[src/sv/qau_pkg.sv]
// Shared types, constants and fixed-point helpers of the quaternion arithmetic unit.
// No dependencies; every other file imports this package.
package qau_pkg;

  localparam int CW   = 16;          // component width
  localparam int FB   = 14;          // fraction bits
  localparam int PW   = 2 * CW;      // product width
  localparam int SW   = PW + 2;      // sum of four products, also sum of squares
  localparam int RW   = SW / 2;      // square root width
  localparam int RMW  = RW + 3;      // square root remainder width
  localparam int DNW  = CW + FB + 2; // divide numerator width
  localparam int CMPW = DNW + RW + 1;
  localparam int SqSteps = RW;
  localparam int DvSteps = CW;
  localparam int QDEPTH  = 2;
  localparam int QAW     = $clog2(QDEPTH);

  localparam logic [CW-1:0] CMAX = {1'b0, {(CW-1){1'b1}}};
  localparam logic [CW-1:0] CMIN = {1'b1, {(CW-1){1'b0}}};

  typedef enum logic [1:0] {
    OP_PROD = 2'd0,
    OP_ROT  = 2'd1,
    OP_NORM = 2'd2,
    OP_CONJ = 2'd3
  } op_e;

  typedef enum logic [1:0] {
    ST_OK   = 2'd0,
    ST_SAT  = 2'd1,
    ST_ZERO = 2'd2
  } st_e;

  typedef struct packed {
    logic [1:0]           func;
    logic signed [CW-1:0] a_w;
    logic signed [CW-1:0] a_x;
    logic signed [CW-1:0] a_y;
    logic signed [CW-1:0] a_z;
    logic signed [CW-1:0] b_w;
    logic signed [CW-1:0] b_x;
    logic signed [CW-1:0] b_y;
    logic signed [CW-1:0] b_z;
  } in_item_t;

  typedef struct packed {
    logic signed [CW-1:0] r_w;
    logic signed [CW-1:0] r_x;
    logic signed [CW-1:0] r_y;
    logic signed [CW-1:0] r_z;
    logic [1:0]           status;
  } out_item_t;

  // Index 0 is the scalar part.
  typedef logic [3:0][CW-1:0] quat_t;
  typedef logic [15:0][PW-1:0] prod_t;

  typedef struct packed {
    op_e   op;
    quat_t a;
    quat_t b;
  } q_item_t;

  typedef struct packed {
    quat_t q;
    logic  ovf;
  } ham_t;

  // Round (sum + half) >> FB, then saturate; msb of result flags saturation.
  function automatic logic [CW:0] fix4(input logic signed [PW-1:0] p0,
                                       input logic signed [PW-1:0] p1,
                                       input logic signed [PW-1:0] p2,
                                       input logic signed [PW-1:0] p3);
    logic signed [SW-1:0] s;
    logic [SW-FB-1:0]     t;
    logic [SW-FB-CW:0]    hi;
    logic                 ovf;
    logic [CW-1:0]        v;
    s = SW'(p0) + SW'(p1) + SW'(p2) + SW'(p3) + (SW'(1) << (FB - 1));
    t = s[SW-1:FB];
    hi = t[SW-FB-1:CW-1];
    ovf = !(&hi) && (|hi);
    v = ovf ? (t[SW-FB-1] ? CMIN : CMAX) : t[CW-1:0];
    return {ovf, v};
  endfunction

  // Product term L[i]*R[k], negated per the Hamilton sign and the conjugate of R.
  function automatic logic signed [PW-1:0] trm(input prod_t p, input int i, input int k,
                                               input logic neg, input logic cj);
    logic signed [PW-1:0] v;
    v = $signed(p[4'(4 * i + k)]);
    if (neg ^ (cj && (k != 0))) v = -v;
    return v;
  endfunction

  function automatic ham_t ham4(input prod_t p, input logic cj);
    logic [CW:0] r0, r1, r2, r3;
    ham_t        h;
    r0 = fix4(trm(p, 0, 0, 1'b0, cj), trm(p, 1, 1, 1'b1, cj),
              trm(p, 2, 2, 1'b1, cj), trm(p, 3, 3, 1'b1, cj));
    r1 = fix4(trm(p, 0, 1, 1'b0, cj), trm(p, 1, 0, 1'b0, cj),
              trm(p, 2, 3, 1'b0, cj), trm(p, 3, 2, 1'b1, cj));
    r2 = fix4(trm(p, 0, 2, 1'b0, cj), trm(p, 1, 3, 1'b1, cj),
              trm(p, 2, 0, 1'b0, cj), trm(p, 3, 1, 1'b0, cj));
    r3 = fix4(trm(p, 0, 3, 1'b0, cj), trm(p, 1, 2, 1'b0, cj),
              trm(p, 2, 1, 1'b1, cj), trm(p, 3, 0, 1'b0, cj));
    h.q   = {r3[CW-1:0], r2[CW-1:0], r1[CW-1:0], r0[CW-1:0]};
    h.ovf = r0[CW] | r1[CW] | r2[CW] | r3[CW];
    return h;
  endfunction

endpackage

[src/sv/qau_queue.sv]
// Two-entry queue between front end and execution pipeline.
// Depends on qau_pkg.
module qau_queue import qau_pkg::*; (
  input  logic    clk_i,
  input  logic    rst_ni,
  input  logic    push_i,
  input  q_item_t wdata_i,
  output logic    full_o,
  input  logic    pop_i,
  output q_item_t rdata_o,
  output logic    empty_o
);

  q_item_t        mem [QDEPTH];
  logic [QAW-1:0] wp_q, rp_q;
  logic [QAW:0]   cnt_q;

  assign full_o  = (cnt_q == (QAW+1)'(QDEPTH));
  assign empty_o = (cnt_q == '0);
  assign rdata_o = mem[rp_q];

  always_ff @(posedge clk_i or negedge rst_ni) begin
    if (!rst_ni) begin
      wp_q  <= '0;
      rp_q  <= '0;
      cnt_q <= '0;
    end else begin
      if (push_i) wp_q <= wp_q + 1'b1;
      if (pop_i) rp_q <= rp_q + 1'b1;
      if (push_i && !pop_i) cnt_q <= cnt_q + 1'b1;
      else if (!push_i && pop_i) cnt_q <= cnt_q - 1'b1;
    end
  end

  always_ff @(posedge clk_i) begin
    if (push_i) mem[wp_q] <= wdata_i;
  end

  a_cnt_range: assert property (@(posedge clk_i) disable iff (!rst_ni)
    cnt_q <= (QAW+1)'(QDEPTH)) else $error("queue count out of range");
  a_no_underflow: assert property (@(posedge clk_i) disable iff (!rst_ni)
    pop_i |-> !empty_o) else $error("pop from empty queue");
  a_no_overflow: assert property (@(posedge clk_i) disable iff (!rst_ni)
    push_i |-> !full_o) else $error("push into full queue");
  a_cnt_inc: assert property (@(posedge clk_i) disable iff (!rst_ni)
    (push_i && !pop_i) |=> cnt_q == $past(cnt_q) + 1'b1) else $error("count did not advance");

endmodule

[config.mk]
export PLATFORM = sky130hd
export DESIGN_NAME = qau_queue
export DESIGN_NICKNAME = d
export VERILOG_FILES = /design/src/sv/qau_pkg.sv /design/src/sv/qau_queue.sv
export SDC_FILE = /design/constraint.sdc
export NUM_CORES = 1
export LEC_CHECK = 0
export BUFFER_PORTS_ARGS = -buffer_cell sky130_fd_sc_hd__buf_2
export CAP_MARGIN = 20
export CELL_PAD_IN_SITES_DETAIL_PLACEMENT = 1
export CELL_PAD_IN_SITES_GLOBAL_PLACEMENT = 1
export CORE_ASPECT_RATIO = 1.1
export CORE_MARGIN = 1
export CORE_UTILIZATION = 45
export DETAILED_ROUTE_END_ITERATION = 10
export PLACE_DENSITY_LB_ADDON = 0.1
export SETUP_SLACK_MARGIN = 0.1
export SYNTH_ARGS = -nofsm -noshare
export SYNTH_HDL_FRONTEND = slang
export SYNTH_SLANG_ARGS = --single-unit
[constraint.sdc]
create_clock -name clk_i -period 12.05 [get_ports clk_i]
set_input_delay 2.41 -clock clk_i [delete_from_list [all_inputs] [get_ports clk_i]]
set_output_delay 2.41 -clock clk_i [all_outputs]
set_load 0.005 [all_outputs]
Word level (Yosys, flattened, before mapping). Memories as Yosys holds them, arrays and structs flattened. Index checks and enable logic that the tools add are counted. Widths: inputs -> output; s select.

Register bits: 4. Memory bits (writable): 260. Bits of input ports: 134. Output and inout bits: 132. Logic and storage cells: 19. Memories: 1.

Memories: mem (words 2, width 130, rd ports 1, clocked after Yosys merged registers in 0, write ports 1, RTL line qau_queue.sv:14) `q_item_t mem [QDEPTH];`.

$add $sub $neg: 4. Eq/ne operators: 1. Muxes and demuxes: 4. Reduce and logical (&&, ||, !) cells: 6.

Operators with widths (number): $mux 2 (2); $add 1x1->1 const B (2); $add 2x1->2 const B (1); $eq 2x2->1 const B (1); $logic_and 1x1->1 (2); $logic_not 1->1 (2); $logic_not 2->1 (1); $mux 1 (2); $reduce_bool 2->1 (1); $sub 2x1->2 const B (1).

Depth between registers and ports, before layout.
Depth in word-level cells: 4. Depth in mapped cells: 5. Depth with buffers taken out: 5.

Worst setup path before layout. OpenSTA, ideal clock, no wires.

Kind: input -> register. From: in push_i. To: mem mem[0][0] (netlist name) (enable). Setup time: 0.636 ns. Data arrival time: 8.044 ns. Required time: 11.414 ns. Slack: 3.370 ns. Stages: 1. Path buffers: 0. Cell sequence: nor2b_1.

Longest elaborated chain between the ends: 2.

RTL lines: start, declared (RTL line qau_queue.sv:6) `input logic push_i,`; $mux 1 (RTL line qau_queue.sv:36) `if (push_i) mem[wp_q] <= wdata_i;`; $mux 1 (not written as such) (RTL line qau_queue.sv:36); end, declared (RTL line qau_queue.sv:14).

No other way between the ends.

==> impl_metrics.yaml <==
finish:
  final_cells: 1024
  drive_above_1_share_pct: 61.2
  fin_nets: 843
  synthToLayoutAreaGrowth_pct: 26.5
critical_path:
  cp.required_ns: 9.64
  cp-end-kind: "output port"
  reg2regPathDepth: 3
  worst-path-buf-inv: 2
  r2r_start: "wp_q$_DFFE_PN0P_"
  worstSetupPathType: "flip-flop to output port"
  cp_slowest_cell: "buf_4"
  r2r_end: "mem[1][17]$_DFFE_PP_"
  path_max_fanout: 60
  critPathTopFamily: "buffers and inverters"
  cp_data_arrival_time_ns: 2.77
  rrSetupSlack_ns: 9.79
  cp_cell_sequence: "buf_4 -> mux2_2 -> buf_2"
  start_kind: "flip-flop"
  cp_slowest_stage_delay_ns: 0.81
clock_tree:
  numCtsBuffers: 28
  ctsHtreeMaxLevel: 1
  post_cts_buffers: 0
  cts_buffer_depth: 3
  clk_latency_ns: 0.52
  cts_tree: "yes"
  root_buffer: "clkbuf_16"
  cts_hold_buffers: 0
  clkTransAtPathRegs_ns: 0.06
  numClockSinks: 264
  cts_resized: 0
logic_synthesis:
  yosysWarnings: 0
  syn_inst: 421
  synth_seq_cells: 264
  netlist_area_um2: 9940
  synth.distinct_cells: 14
  synth_fp_nets: 556
  yosysSeqAreaShare_pct: 79.5
  synth.avg_cell_area_um2: 23.6
drt:
  vias: 4956
  first_pass_iters: 4
  drt-met1-wl_um: 7190
  wl_met3_um: 1650
  dr.first_iter.drc_count: 177
  highest_layer: "met5"
  routedWlPerCell_um: 19.5
  finalWirelength_um: 19900
  drc: 0
  antenna_left: 0
  via_per_inst: 4.84
  wl_met2_um: 10600
worst_hold_path:
  hp-class: "flip-flop to flip-flop"
  hold_start: "cnt_q[1]$_DFFE_PN0P_"
  min_to: "cnt_q[1]$_DFFE_PN0P_"
  hold_depth: 1
grt:
  grt-ovfl-total: 0
  grt_pass1_vias: 5309
  grt_max_degree: 81
  grt_pass1_wl_um: 29300
  antenna_found_initial: 5
  track_usage_pct: 17.4
timing:
  fin_skew_ns: 0.0117
  setup_tns_ns: 0
  slew_headroom_pct: 32.9
  worstMarginPinSlew_ns: 1.01
  layout_min_cycle_time_ns: 5.18
  slew_viol_final: 0
  setup_viol: 0
  fmaxAchievable_mhz: 193
  min_period_over_period_pct: 43.0
  hold_violations: 0
  rsz0062_at_grt: "false"
flow_run:
  drv_cap: 0
placed_design:
  gp_congestion: 0.729
  port_buffers: 265
  hpwl_um: 13500
  dp_cells: 966
floorplan:
  io_pins: 266
  core_area_um2: 21500
  row_count: 56
  die_w_um: 144
  fp.dieH_um: 158
  die-area_um2: 22700
  start_util_pct: 46.2
pwr:
  vdd_drop_max_mv: 0.177
  powerDensity_nw_per_um2: 237
  leakagePower_nw: 5.01
  total_power_mw: 2.99
status:
  status: "finished, final reports clean"
-- per-layer routing --
metal | GRT usage (%) | up-vias
met4 | 5.52 | 4
met3 | 5.69 | 37
li1 | - | 2250
met2 | 31.1 | 191
met1 | 19.4 | 2474
met5 | 0 | -
-- layout by cell type, fill, tap and decap left out --
master,count
bufinv_16,6
dfrtp_4,1
clkbuf_16,29
edfxtp_1,260
nor2b_1,1
xor2_1,4
nor2_1,2
mux2_2,40
nor2b_4,1
dfrtp_1,3
clkinv_2,6
clkbuf_1,6
ha_1,1
buf_2,265
mux2_4,90
diode_2,4
xnor2_1,1
buf_4,5
buf_16,2
inv_1,1
clkinv_1,4
clkinvlp_4,1
and2_4,1
-- per-stage QoR --
step / area [um2] / hold WS, ns / worst slack, ns / utilization, %
floorplan: 9940 / 0.455 / 3.37 / -
global placement: 11500 / 0.475 / 7.44 / 53.6
detailed placement: 11500 / 0.504 / 7.39 / 53.6
CTS: 12500 / 0.519 / 6.83 / 58.2
global route: 12600 / 0.544 / 6.72 / 58.4
finish: 12600 / 0.509 / 6.87 / 58.5
-- cells by family after synthesis --
family | count (synthesis) | share of synthesized area [%]
buffers and inverters | 16 | 1.52
xor gates and xnor gates | 5 | 0.440
muxes | 130 | 18.1
DFF | 264 | 79.5
and+or+nand+nor | 5 | 0.264
adders and majority gates | 1 | 0.126
-- registers in the layout, summed over array words and instances (netlist names) --
signal,count
mem,260
cnt_q,2
rp_q,1
wp_q,1
-- how the worst max path moves through the flow --
stage                                      to              from  cells past startpoint
after floorplan           mem[0][0]$_DFFE_PP_            push_i                      1
after global placement           rdata_o[121]  rp_q$_DFFE_PN0P_                      3
after detailed placement         rdata_o[110]  rp_q$_DFFE_PN0P_                      3
after CTS                        rdata_o[110]  rp_q$_DFFE_PN0P_                      3
after global routing             rdata_o[110]  rp_q$_DFFE_PN0P_                      3
final                            rdata_o[110]  rp_q$_DFFE_PN0P_                      3
-- cell usage after synthesis --
| cell | number | area, um2 |
|---|---|---|
| ha_1 | 1 | 12.5 |
| mux2_4 | 90 | 1350 |
| buf_6 | 10 | 113 |
| buf_2 | 4 | 20.0 |
| nor2_1 | 2 | 7.51 |
| inv_1 | 1 | 3.75 |
| dfrtp_1 | 4 | 100 |
| xor2_1 | 4 | 35.0 |
| buf_8 | 1 | 15.0 |
| mux2_2 | 40 | 450 |
| xnor2_1 | 1 | 8.76 |
| edfxtp_1 | 260 | 7810 |
| and2_1 | 1 | 6.26 |
| nor2b_1 | 2 | 12.5 |
-- worst register-to-register path, cell delays in order (launching register included) --
cell and delay, ns:
dfrtp_1 0.43, and2_4 0.65, buf_4 0.49, buf_16 0.33
-- where the power goes --
part | total (mW) | internal (mW) | switching (mW)
Combinational | 0.798 | 0.439 | 0.359
Sequential | 1.29 | 1.22 | 0.0740
Clock | 0.897 | 0.566 | 0.330
Total | 2.99 | 2.22 | 0.763
-- cell type report --
type	count	area, um2
fillers	1969	8930
flip-flops and latches	264	7910
multi-input cells	141	1890
repair buffers	272	1420
clock buffers	35	748
well taps	290	363
clock inverters	17	233
diodes	4	10.0
inverters	1	3.75
No activity file was read; power rests on OpenSTA's default activity.
