$ cat src/sv/qau_pkg.sv
// Shared types, constants and fixed-point helpers of the quaternion arithmetic unit.
// No dependencies; every other file imports this package.
package qau_pkg;

  localparam int CW   = 16;          // component width
  localparam int FB   = 14;          // fraction bits
  localparam int PW   = 2 * CW;      // product width
  localparam int SW   = PW + 2;      // sum of four products, also sum of squares
  localparam int RW   = SW / 2;      // square root width
  localparam int RMW  = RW + 3;      // square root remainder width
  localparam int DNW  = CW + FB + 2; // divide numerator width
  localparam int CMPW = DNW + RW + 1;
  localparam int SqSteps = RW;
  localparam int DvSteps = CW;
  localparam int QDEPTH  = 2;
  localparam int QAW     = $clog2(QDEPTH);

  localparam logic [CW-1:0] CMAX = {1'b0, {(CW-1){1'b1}}};
  localparam logic [CW-1:0] CMIN = {1'b1, {(CW-1){1'b0}}};

  typedef enum logic [1:0] {
    OP_PROD = 2'd0,
    OP_ROT  = 2'd1,
    OP_NORM = 2'd2,
    OP_CONJ = 2'd3
  } op_e;

  typedef enum logic [1:0] {
    ST_OK   = 2'd0,
    ST_SAT  = 2'd1,
    ST_ZERO = 2'd2
  } st_e;

  typedef struct packed {
    logic [1:0]           func;
    logic signed [CW-1:0] a_w;
    logic signed [CW-1:0] a_x;
    logic signed [CW-1:0] a_y;
    logic signed [CW-1:0] a_z;
    logic signed [CW-1:0] b_w;
    logic signed [CW-1:0] b_x;
    logic signed [CW-1:0] b_y;
    logic signed [CW-1:0] b_z;
  } in_item_t;

  typedef struct packed {
    logic signed [CW-1:0] r_w;
    logic signed [CW-1:0] r_x;
    logic signed [CW-1:0] r_y;
    logic signed [CW-1:0] r_z;
    logic [1:0]           status;
  } out_item_t;

  // Index 0 is the scalar part.
  typedef logic [3:0][CW-1:0] quat_t;
  typedef logic [15:0][PW-1:0] prod_t;

  typedef struct packed {
    op_e   op;
    quat_t a;
    quat_t b;
  } q_item_t;

  typedef struct packed {
    quat_t q;
    logic  ovf;
  } ham_t;

  // Round (sum + half) >> FB, then saturate; msb of result flags saturation.
  function automatic logic [CW:0] fix4(input logic signed [PW-1:0] p0,
                                       input logic signed [PW-1:0] p1,
                                       input logic signed [PW-1:0] p2,
                                       input logic signed [PW-1:0] p3);
    logic signed [SW-1:0] s;
    logic [SW-FB-1:0]     t;
    logic [SW-FB-CW:0]    hi;
    logic                 ovf;
    logic [CW-1:0]        v;
    s = SW'(p0) + SW'(p1) + SW'(p2) + SW'(p3) + (SW'(1) << (FB - 1));
    t = s[SW-1:FB];
    hi = t[SW-FB-1:CW-1];
    ovf = !(&hi) && (|hi);
    v = ovf ? (t[SW-FB-1] ? CMIN : CMAX) : t[CW-1:0];
    return {ovf, v};
  endfunction

  // Product term L[i]*R[k], negated per the Hamilton sign and the conjugate of R.
  function automatic logic signed [PW-1:0] trm(input prod_t p, input int i, input int k,
                                               input logic neg, input logic cj);
    logic signed [PW-1:0] v;
    v = $signed(p[4'(4 * i + k)]);
    if (neg ^ (cj && (k != 0))) v = -v;
    return v;
  endfunction

  function automatic ham_t ham4(input prod_t p, input logic cj);
    logic [CW:0] r0, r1, r2, r3;
    ham_t        h;
    r0 = fix4(trm(p, 0, 0, 1'b0, cj), trm(p, 1, 1, 1'b1, cj),
              trm(p, 2, 2, 1'b1, cj), trm(p, 3, 3, 1'b1, cj));
    r1 = fix4(trm(p, 0, 1, 1'b0, cj), trm(p, 1, 0, 1'b0, cj),
              trm(p, 2, 3, 1'b0, cj), trm(p, 3, 2, 1'b1, cj));
    r2 = fix4(trm(p, 0, 2, 1'b0, cj), trm(p, 1, 3, 1'b1, cj),
              trm(p, 2, 0, 1'b0, cj), trm(p, 3, 1, 1'b0, cj));
    r3 = fix4(trm(p, 0, 3, 1'b0, cj), trm(p, 1, 2, 1'b0, cj),
              trm(p, 2, 1, 1'b1, cj), trm(p, 3, 0, 1'b0, cj));
    h.q   = {r3[CW-1:0], r2[CW-1:0], r1[CW-1:0], r0[CW-1:0]};
    h.ovf = r0[CW] | r1[CW] | r2[CW] | r3[CW];
    return h;
  endfunction

endpackage

$ cat src/sv/qau_front.sv
// Front end: accepts input items, decodes the operation and pushes into the queue.
// Depends on qau_pkg.
module qau_front import qau_pkg::*; (
  input  logic      clk_i,
  input  logic      rst_ni,
  input  logic      in_valid_i,
  output logic      in_stall_o,
  input  in_item_t  in_item_i,
  output logic      push_o,
  output q_item_t   wdata_o,
  input  logic      full_i
);

  logic    vld_q, vld_d;
  q_item_t itm_q;
  logic    acc;

  assign push_o     = vld_q && !full_i;
  assign in_stall_o = vld_q && full_i;
  assign acc        = in_valid_i && !in_stall_o;
  assign wdata_o    = itm_q;

  always_comb begin
    vld_d = vld_q;
    if (acc) vld_d = 1'b1;
    else if (push_o) vld_d = 1'b0;
  end

  always_ff @(posedge clk_i or negedge rst_ni) begin
    if (!rst_ni) begin
      vld_q <= 1'b0;
    end else begin
      vld_q <= vld_d;
    end
  end

  always_ff @(posedge clk_i) begin
    if (acc) begin
      itm_q.op <= op_e'(in_item_i.func);
      itm_q.a  <= {in_item_i.a_z, in_item_i.a_y, in_item_i.a_x, in_item_i.a_w};
      itm_q.b  <= {in_item_i.b_z, in_item_i.b_y, in_item_i.b_x, in_item_i.b_w};
    end
  end

endmodule

$ cat config.mk
export PLATFORM = sky130hd
export DESIGN_NAME = qau_front
export DESIGN_NICKNAME = d
export VERILOG_FILES = /design/src/sv/qau_pkg.sv /design/src/sv/qau_front.sv
export SDC_FILE = /design/constraint.sdc
export NUM_CORES = 1
export LEC_CHECK = 0
export BUFFER_PORTS_ARGS = -buffer_cell sky130_fd_sc_hd__buf_2
export CORE_AREA = 2 2 104 106
export CTS_BUF_LIST = sky130_fd_sc_hd__clkbuf_16
export CTS_CLUSTER_DIAMETER = 200
export DETAILED_ROUTE_END_ITERATION = 8
export DIE_AREA = 0 0 106 108
export PLACE_DENSITY = 0.75
export SETUP_SLACK_MARGIN = 0.1
export SLEW_MARGIN = 10
export SYNTH_ARGS = -nofsm -noshare
export SYNTH_HDL_FRONTEND = slang
export SYNTH_SLANG_ARGS = --single-unit
$ cat constraint.sdc
create_clock -name clk_i -period 32.2 [get_ports clk_i]
set_clock_uncertainty 0.1 [all_clocks]
set_input_delay 3.22 -clock clk_i [delete_from_list [all_inputs] [get_ports clk_i]]
set_output_delay 3.22 -clock clk_i [all_outputs]
set_load 0.05 [all_outputs]
# Yosys cells after proc, flatten, opt, wreduce, memory -nomap -nowiden
# Index checks and enable logic that the tools add are counted.
[op_classes]
n_reduce_logical = 6
n_mux = 2
[ops]
columns = ["cell", "n"]
rows = [
  ["logical AND 1 bit", 3],
  ["logical NOT 1 bit", 2],
  ["two-way mux 1 bit", 2],
  ["nonzero test 2 bit", 1],
]
[word_totals]
in_bits = 134
elab_cells = 18
register_bits = 131

# Longest topological paths before layout
# Gate-level depths: netlist of the first run.
[logic_depth]
depth_word = 4
ltp_mapped = 1
depth_no_buf = 1

# Least setup slack after synthesis of the first run
# No wires, ideal clock.
[synth_timing]
kind = "input to register"
startpoint = "input port in_valid_i"
endpoint = "register itm_q (netlist bit wdata_o[0]), enable pin"
path_slack_ps = 18665
arrival_time_ps = 12616
n_path_buf = 0
setup_ps = 819
cell_stages = 1
path_cell_list = "a21boi_0"
[synth_between]
elab_chain_len = 1
[synth_rtl]
columns = ["element", "line_no", "rtl"]
rows = [
  ["from (decl)", "qau_front.sv:6", "input logic in_valid_i,"],
  ["logical AND 1 bit", "qau_front.sv:20", "assign acc = in_valid_i && !in_stall_o;"],
  ["to (decl)", "qau_front.sv:15", "q_item_t itm_q;"],
]
# No other way between the ends.
# A chain may end at the register's enable or synchronous reset.

# Worst setup path in the final report of the first run
[layout_timing]
startpoint = "input port full_i"
endpoint = "output port push_o"
[layout_between]
elab_chain_len = 2
[layout_rtl]
columns = ["element", "line_no", "rtl"]
rows = [
  ["from (decl)", "qau_front.sv:11", "input logic full_i"],
  ["logical NOT 1 bit", "qau_front.sv:18", "assign push_o = vld_q && !full_i;"],
  ["logical AND 1 bit", "qau_front.sv:18", ""],
  ["to (decl)", "qau_front.sv:9", "output logic push_o,"],
]
# No other way between the ends.

==> metrics.csv, run 1 <==
metric,value,unit
status,finished clean,
worst_r2r_path_depth,2,
yosysWarningCount,0,
ff_latch_area,0.00393,sq mm
dr.pass1.iters,4,
layout_setup_ws,25.08,ns
port_buffers,265,
max_stage_delay,0.25,ns
layout_common_cells,"265 x buf_2, 130 x edfxtp_1, 17 x clkbuf_16",
rr_startpoint,vld_q,
num_rows,37,
yosysSeqAreaShare,0.992,
critical_path_class,primary input to output port,
place_hpwl,6380,um
rsz0062_at_grt,no,
maxCapViolCount,0,
die_w,106,um
power.leakage,2.63,nW
cts_buffers,17,
synthToLayoutAreaGrowth,53.6,%
cp-start-kind,primary input,
grt_pass1_vias,2388,
fin_crit_sh,0.221,
timing.rr.end,wdata_o[63],
clock.fmax,0.140,GHz
fin_hold_ws,0.490,ns
syn_nets,269,
dp.cells,538,
nets,555,
post-place-ws,25.08,ns
cp-end-kind,output port,
final_cells,570,
reg2reg_slack,30.46,ns
worstPathCellList,buf_2 > and2b_2 > buf_2,
path_clk_slew,0.05,ns
clkLatencyLatePin,0.39,ns
slew_violations,0,
viasPerCell,4.20,
clockBufferDepth,2,
grt-ovfl-total,0,
antenna_found_initial,0,
detail_route.wl_per_cell,14.8,um
postLayoutCellArea,0.00608,sq mm
drt_iter0_drc,60,
cp.required,28.88,ns
die_height,108,um
drive_gt1_frac,0.684,
start_util,0.387,
hold_start,vld_q,
avgSynthCellArea,29.3,sq um
postCtsSetupBuffers,0,
fillers,798,
syn_inst,135,
final_common_cell,buf_2,
setup_tns,0,ns
crit_buf_inv,2,
drc,0,
vias,2395,
ant_nets,0,
hold_end,vld_q,
critPathTopFamily,buffers and inverters,
root_buffer,clkbuf_16,
postCtsHoldBufs,0,
tightest_slew,0.820,ns
cpMaxStageDelayCell,buf_2,
ys_ff_latch,131,
hp-class,flop to flop,
dpl_cell_area,0.00548,sq mm
power,445,uW
path_max_fanout,4,
arrival,3.80,ns
syn_area,0.00396,sq mm
grt_start_max_net_pins,68,
ios,266,
gp_congestion,0.680,
die_area,0.0114,sq mm
grt_use_total,0.145,
slew_headroom,0.454,
holdPathStages,1,
h-tree-depth,4,
grt_pass1_wl,12000,um
multi_input_area,43.8,sq um
utilization,0.595,
crit_path_frequent_cell,buf_2,
ctsResizeCount,0,
cts_tree,yes,
power_density,73.1,mW/mm^2
ir_drop,0.0383,mV
clock-sinks,131,
drt-total-wl,8430,um
synth_cell_type_count,6,
period_needed,7.12,ns
hold_violations,0,
setup_violations,0,
insertedDiodeCount,0,
coreArea,0.0102,sq mm
sequential cells by signal, indices dropped and copies added, names as in the netlist:
name,count
vld_q,1
wdata_o,130
where the power goes:
part | switching [mW] | internal, mW
combinational | 0.0411 | 0.0119
sequential | 0.00208 | 0.199
clock | 0.0634 | 0.127
logic make-up after synthesis:
family	count (synthesis)	synth area share
compound gates	2	0.00411
flops	131	0.992
simple gates	2	0.00411
area by class of cell:
type	count	area share
clock buffers	17	0.0699
clock inverters	15	0.0286
multi-input cells	4	0.00720
flip-flops and latches	131	0.646
well taps	136	0.0280
repair buffers	267	0.220
routing by layer:
layer	global-route usage	vias to the layer above	share of wire
li1	-	1126	-
met3	0.0892	13	0.13
met1	0.149	1085	0.35
met5	0	-	0
met2	0.237	171	0.50
met4	0.0695	0	0.017
how the worst max path moves through the flow:
| stage | start | to | slack, ns | depth (start not counted) |
|---|---|---|---|---|
| floorplan | in_valid_i | wdata_o[0] | 18.66 | 1 |
| detailed placement | full_i | push_o | 25.08 | 3 |
| finish | full_i | push_o | 25.08 | 3 |
| global route | full_i | push_o | 25.07 | 3 |
| global placement | full_i | push_o | 25.08 | 3 |
| CTS | full_i | push_o | 25.07 | 3 |
Yosys cell counts, drive strengths merged:
| library cell | instances | area share |
|---|---|---|
| and2b | 1 | 0.0022 |
| and2 | 1 | 0.0019 |
| dfrtp | 1 | 0.0063 |
| a21o | 1 | 0.0022 |
| edfxtp | 130 | 0.99 |
| a21boi | 1 | 0.0019 |
No activity file was read; power rests on OpenSTA's default activity.
==> run 2, diff against run 1 <==
--- a/config.mk
+++ b/config.mk
@@ -5,13 +5,14 @@
 export SDC_FILE = /design/constraint.sdc
 export NUM_CORES = 1
 export LEC_CHECK = 0
+export ABC_AREA = 1
 export BUFFER_PORTS_ARGS = -buffer_cell sky130_fd_sc_hd__buf_2
-export CORE_AREA = 2 2 104 106
+export CORE_AREA = 2 2 102 104
 export CTS_BUF_LIST = sky130_fd_sc_hd__clkbuf_16
 export CTS_CLUSTER_DIAMETER = 200
 export DETAILED_ROUTE_END_ITERATION = 8
-export DIE_AREA = 0 0 106 108
-export PLACE_DENSITY = 0.75
+export DIE_AREA = 0 0 104 106
+export PLACE_DENSITY = 0.77
 export SETUP_SLACK_MARGIN = 0.1
 export SLEW_MARGIN = 10
 export SYNTH_ARGS = -nofsm -noshare
==> constraint.sdc (replaced) <==
create_clock -name clk_i -period 7.05 [get_ports clk_i]
set_clock_uncertainty 0.1 [all_clocks]
set_input_delay 0.705 -clock clk_i [delete_from_list [all_inputs] [get_ports clk_i]]
set_output_delay 0.705 -clock clk_i [all_outputs]
set_load 0.05 [all_outputs]
==> metrics.csv, run 2 <==
metric,value,unit,change
status,finished clean,,
holdPathStages,1,,unchanged
dr.pass1.iters,4,,unchanged
nets,559,,+0.72%
top_usage_layer,met2,,
final_common_cell,buf_2,,
crit_path_end,wdata_o[102],,
viasPerCell,4.28,,+1.8%
worst_r2r_path_depth,3,,+1
period_needed,2.60,ns,
place_hpwl,6750,um,+5.7%
avgSynthCellArea,28.7,sq um,-2.3%
fin_crit_sh,0.369,,
ys.flop_type,edfxtp_1,,
yosysWarningCount,0,,unchanged
ios,266,,unchanged
postLayoutCellArea,0.00608,sq mm,about the same
ant_nets,0,,unchanged
cp-start-kind,primary input,,
power,2.02,mW,+350%
die_height,106,um,-1.9%
start_util,0.396,,+0.00846
drt-total-wl,9050,um,+7.4%
yosysMostFrequentCell,edfxtp_1,,
dpl_cell_area,0.00548,sq mm,about the same
reg2reg_slack,4.47,ns,-25.99 ns
grt_use_total,0.162,,+0.0170
power.leakage,2.63,nW,about the same
postCtsHoldBufs,1,,+1
hp-class,primary input to flop,,
ctsResizeCount,0,,unchanged
detail_route.wl_per_cell,15.8,um,+6.6%
die_area,0.0110,sq mm,-3.7%
synth.top_cells.by_area,"edfxtp_1 99%, dfrtp_1 0.63%, inv_1 0.28%",,
path_clk_slew,0.05,ns,about the same
largest_reg_flops,130,,unchanged
utilization,0.608,,+0.0135
yosysSeqAreaShare,0.993,,+0.00125
setup_tns,0,ns,unchanged
hold_violations,0,,unchanged
arrival,2.52,ns,-1.28 ns
startpoint,full_i,,
cts_buffers,17,,unchanged
clkLatencyLatePin,0.40,ns,about the same
hold_start,in_item_i[112],,
syn_area,0.00396,sq mm,-0.13%
drive_gt1_frac,0.678,,-0.00625
grtUsageMet3,0.0674,,-0.0218
clock-sinks,131,,unchanged
grt_start_max_net_pins,65,,-4.4%
met2_usage,0.281,,+0.0437
grt_pass1_wl,13000,um,+8.3%
antenna_found_initial,0,,unchanged
coreArea,0.0100,sq mm,-2.3%
fin_hold_ws,0.371,ns,-0.120 ns
layout_common_cells,"265 x buf_2, 130 x edfxtp_1, 17 x clkbuf_16",,
clockBufferDepth,2,,unchanged
drc,0,,unchanged
power_density,333,mW/mm^2,+360%
die_w,104,um,-1.9%
cts_tree,yes,,
vias,2456,,+2.5%
synth-edff-count,130,,unchanged
timing.rr.end,wdata_o[102],,
syn_inst,138,,+2.2%
synth_common_cells,"130 x edfxtp_1, 3 x inv_1, 2 x nand2_1",,
slew_violations,0,,unchanged
synth_cell_type_count,6,,unchanged
setup_violations,0,,unchanged
cp.required,6.98,ns,-21.90 ns
num_rows,37,,unchanged
met1_usage,0.169,,+0.0200
root_buffer,clkbuf_16,,
rr_startpoint,vld_q,,
h-tree-depth,4,,unchanged
cp-end-kind,flop,,
synthToLayoutAreaGrowth,53.7,%,about the same
grt-ovfl-total,0,,unchanged
tightest_slew,0.775,ns,-0.0442 ns
critical_path_class,primary input to flop,,
grt_pass1_vias,2515,,+5.3%
maxCapViolCount,0,,unchanged
synth.largest_area_cell,edfxtp_1,,
ir_drop,0.183,mV,+380%
postSynth.asyncResetShare,0.00763,,unchanged
syn_nets,272,,+1.1%
drt_iter0_drc,107,,+78%
clock.fmax,0.385,GHz,
rsz0062_at_grt,no,,
port_buffers,265,,unchanged
yosysTopAreaCellShare,0.987,,+0.00125
postCtsSetupBuffers,0,,unchanged
slew_headroom,0.483,,+0.0295
insertedDiodeCount,0,,unchanged
ys_ff_latch,131,,unchanged
path_max_fanout,64,,+60
gp_congestion,0.725,,+6.5%
## run 2: worst min-delay path by stage
stage	to	slack [ns]
2_1_floorplan	vld_q	0.31
3_3_place_gp	vld_q	0.38
3_5_place_dp	vld_q	0.39
4_1_cts	wdata_o[32]	0.35
5_1_grt	wdata_o[120]	0.35
6_report	wdata_o[64]	0.37
## run 2: metal layers
metal,routed length (um),share of wire
met4,118,0.013
met2,4790,0.53
met5,0,0
met1,3320,0.37
met3,828,0.091
## run 2: cell families (layout without fill, tap and decap cells)
| kind of cell | Yosys count | count (layout) | share of synthesized area |
|---|---|---|---|
| compound gates | 1 | 1 | 0.00126 |
| buf+inv | 3 | 303 | 0.00285 |
| flops | 131 | 131 | 0.993 |
| simple gates | 3 | 3 | 0.00285 |
## run 2: critical path, cell delays in order
cell and delay (ns):
buf_2 0.13, a21oi_4 0.22, buf_4 0.64, buf_4 0.74
## run 2: stage by stage
stage / cells / worst slack, ns
finish: 574 / 4.45
global route: 574 / 4.29
CTS: 574 / 4.45
detailed placement: 541 / 4.03
global placement: 541 / 4.12
floorplan: 138 / 2.22
## run 2: cell type report
| type | count | area [sq um] |
|---|---|---|
| fillers | 782 | 3920 |
| well taps | 136 | 170 |
| clock buffers | 17 | 425 |
| multi-input cells | 4 | 27.5 |
| repair buffers | 268 | 1350 |
| inverters | 3 | 11.3 |
| flip-flops and latches | 131 | 3930 |
| clock inverters | 15 | 166 |
## run 2: report_power, final
part	leakage [nW]	switching, mW	internal [mW]	total, mW
clock	0.289	0.309	0.552	0.860
sequential	1.25	0.0107	0.910	0.921
combinational	1.09	0.190	0.0538	0.244
